## src/sv/ffha_ram.sv

```systemverilog
module ffha_ram #(
  parameter int DW = 16,
  parameter int AW = 6
) (
  input  logic          clk,
  input  logic          we,
  input  logic [AW-1:0] waddr,
  input  logic [DW-1:0] wdata,
  input  logic [AW-1:0] raddr,
  output logic [DW-1:0] rdata
);

  logic [DW-1:0] mem [(1 << AW)];

  always_ff @(posedge clk) begin
    if (we) begin
      mem[waddr] <= wdata;
    end
  end

  always_ff @(posedge clk) begin
    rdata <= mem[raddr];
  end

endmodule

```

## config.mk

```make
export PLATFORM = sky130hd
export DESIGN_NAME = ffha_ram
export DESIGN_NICKNAME = d
export VERILOG_FILES = /design/src/sv/ffha_ram.sv
export SDC_FILE = /design/constraint.sdc
export NUM_CORES = 1
export LEC_CHECK = 0
export ABC_AREA = 1
export BUFFER_PORTS_ARGS = -buffer_cell sky130_fd_sc_hd__buf_4
export CAP_MARGIN = 10
export CELL_PAD_IN_SITES_DETAIL_PLACEMENT = 1
export CELL_PAD_IN_SITES_GLOBAL_PLACEMENT = 1
export CORE_UTILIZATION = 35
export DETAILED_ROUTE_END_ITERATION = 10
export PLACE_DENSITY = 0.53
export SYNTH_ARGS = -nofsm -noshare
export SYNTH_HDL_FRONTEND = slang
export SYNTH_SLANG_ARGS = --single-unit
export TNS_END_PERCENT = 1
```

## constraint.sdc

```tcl
create_clock -name clk -period 6.55 [get_ports clk]
set_clock_uncertainty 0.05 [all_clocks]
set_input_delay 0 -clock clk [delete_from_list [all_inputs] [get_ports clk]]
set_output_delay 0 -clock clk [all_outputs]
set_load 0.1 [all_outputs]
```

==> impl_metrics.tcl <==
set metrics [dict create \
    start_kind "primary input" \
    worstSetupPathType "primary input to flip-flop" \
    drc 0 \
    crit_path_max_fanout 218 \
    die_w_um 348.8 \
    fin_util_pct 40.30 \
    crit_buf_inv 4 \
    place.gp.congestion 0.8040 \
    syn_avg_cell_area_um2 11.97 \
    hpwlAfterDp_um 74680 \
    slowest_stage "buf_4" \
    hp-class "primary input to flip-flop" \
    cts_num_sinks 1040 \
    insertion_delay_ns 0.71 \
    core-area_um2 118700 \
    nets 3598 \
    cts_buffers 114 \
    grt_pass1_wl_um 201900 \
    cp.arrival_ns 3.90 \
    via_per_inst 5.273 \
    ys_seq_area_share_pct 73.80 \
    antenna_found_initial 10 \
    maxSlewViolCount 0 \
    die_h_um 348.8 \
    worst_slew_pin_slew_ns 1.450 \
    slew_headroom_pct 3.336 \
    detail_route.wl_per_cell_um 26.24 \
    required_ns 7.14 \
    clock.fmax_mhz 302.4 \
    setup_tns_ns 0 \
    maxCapViolCount 0 \
    grt_pass1_vias 28450 \
    grt.overflow.total 0 \
    critical_path.top_delay_family "buffers and inverters" \
    hold_violations 0 \
    die_area_um2 121700 \
    vias 27790 \
    end_kind "flip-flop" \
    period_minus_slack_ns 3.307 \
    leakagePower_uw 0.01702 \
    cts.htree.levels 3 \
    post-route-period-util_pct 50.49 \
    syn_inst 3517 \
    setup_viol_count_final 0 \
    drtPass1Iterations 5 \
    track_usage_pct 22.83 \
    cpPeakStageDelay_ns 0.92 \
    ios 46 \
    initial_core_util_pct 35.46 \
    drive_above_1_share_pct 8.511 \
    core.rowCount 126 \
    path_cells "buf_8, inv_16, buf_4, nand2_1, nand3_1, nand3_1, nand2_1, nand2_1, nand3_1, nand3_1, nand2_1, dlygate4sd3_1" \
    status "finished, final reports clean" \
    syn_nets 3547 \
    drtIter0Drc 2537 \
    cts_tree "built" \
    clkTransAtPathRegs_ns 0.06 \
    synth_cell_types 16 \
    ir_drop_v 0.0002150 \
    drt-total-wl_um 138300 \
    cts_buffer_depth 3 \
    syn_area_um2 42100 \
    pwr_density_cell_nw_per_um2 312.0 \
    synth_warnings 0 \
    syn2layout_area_growth_pct 13.63 \
    ant_nets 0 \
    root_buffer "clkbuf_16" \
    grt_max_degree 219 \
    numPortBuffers 45 \
    ys_seq_elements 1040 \
    post_cts_buffers 0 \
    rsz0062_at_grt "no" \
]
-- where the power goes --
part / switching (uW) / leakage [uW] / internal (uW) / total, uW
sequential: 36.9 / 0.00935 / 7370 / 7410
clock: 2670 / 0.00183 / 3810 / 6490
combinational: 818 / 0.00585 / 215 / 1030
-- path summary, 6_finish.rpt --
check	startpoint	to	slack [ns]	cells past startpoint
setup / recovery	raddr[0]	rdata[1]	3.24	12
hold / removal	raddr[0]	rdata[10]	0.07	9
setup reg to reg	mem[11][1]	rdata[1]	4.28	9
hold reg to reg	mem[44][10]	rdata[10]	0.73	8
-- synthesized netlist by cell type, drive strengths merged --
| master | number | area [um2] |
|---|---|---|
| buf | 199 | 1339 |
| clkbuf | 26 | 97.59 |
| dfxtp | 16 | 320.3 |
| edfxtp | 1024 | 30750 |
| inv | 12 | 52.55 |
| nand2 | 1296 | 4865 |
| nand3 | 871 | 4359 |
| nand4 | 9 | 56.30 |
| nor2 | 56 | 210.2 |
| nor4 | 8 | 50.05 |
-- stage by stage --
step	cells	cell area (um2)	hold WS, ns	total power (uW)	setup WS, ns
finish	5270	47840	0.07453	14920	3.243
floorplan	3517	42100	0.04887	8107	3.946
global placement	5024	43790	0.4387	8559	3.172
CTS	5266	47830	0.03590	15050	3.497
global route	5269	47830	0.1241	15360	3.200
detailed placement	5024	43790	0.4255	8573	3.134
-- worst register-to-register path, delay by kind of cell (launching register included) --
kind                   cells  cell delay [ns]
buffers and inverters      1             0.56
DFF                        1             0.38
and+or+nand+nor            8             1.17
-- cells in the final DEF (no fill, tap or decap), types with 2 or more instances in the layout --
cell           netlist  routed
nand2_1           1296    1296
edfxtp_1          1024    1024
nand3_1            871     871
buf_4               19     126
clkbuf_16            0     116
nor2_1              56      55
clkbuf_1            26      29
dlygate4sd3_1        0      28
clkinv_2             0      19
clkinv_1             0      19
dfxtp_1             16      16
clkbuf_8             0      13
bufinv_16            0      11
nand4_1              9       9
nor4_2               0       8
inv_1                9       7
clkinvlp_4           0       5
diode_2              0       4
buf_12               0       4
buf_8                1       2
-- sequential cells by signal, indices dropped and copies added (netlist names) --
name / cells
mem: 1024
rdata: 16
-- cells by family after synthesis --
kind of cell	synth area share (%)
flip-flops	73.80
AND/OR/NAND/NOR	22.66
buffers and inverters	3.537
-- layer usage --
| layer | track usage [%] | routed length [um] |
|---|---|---|
| met3 | 4.482 | 8442 |
| met5 | 0 | 46 |
| met4 | 5.648 | 3253 |
| met2 | 35.61 | 62780 |
| met1 | 32.62 | 63770 |
-- area by class of cell --
type | count | area, um2
fill | 12520 | 70870
sequential | 1040 | 31070
multi-input combinational | 2240 | 9593
clock buffer | 158 | 3191
tap | 1600 | 2002
timing repair buffer | 160 | 1336
clock inverter | 56 | 563.0
inverter | 12 | 72.57
antenna | 4 | 10.01
-- what timing repair did --
action / 4_1_cts / 5_1_grt
endpoints found under the hold margin: 1140 / 0
resized for setup: 0 / 0
hold buffers: 28 / 0
Power figures use the tool's default switching activity.
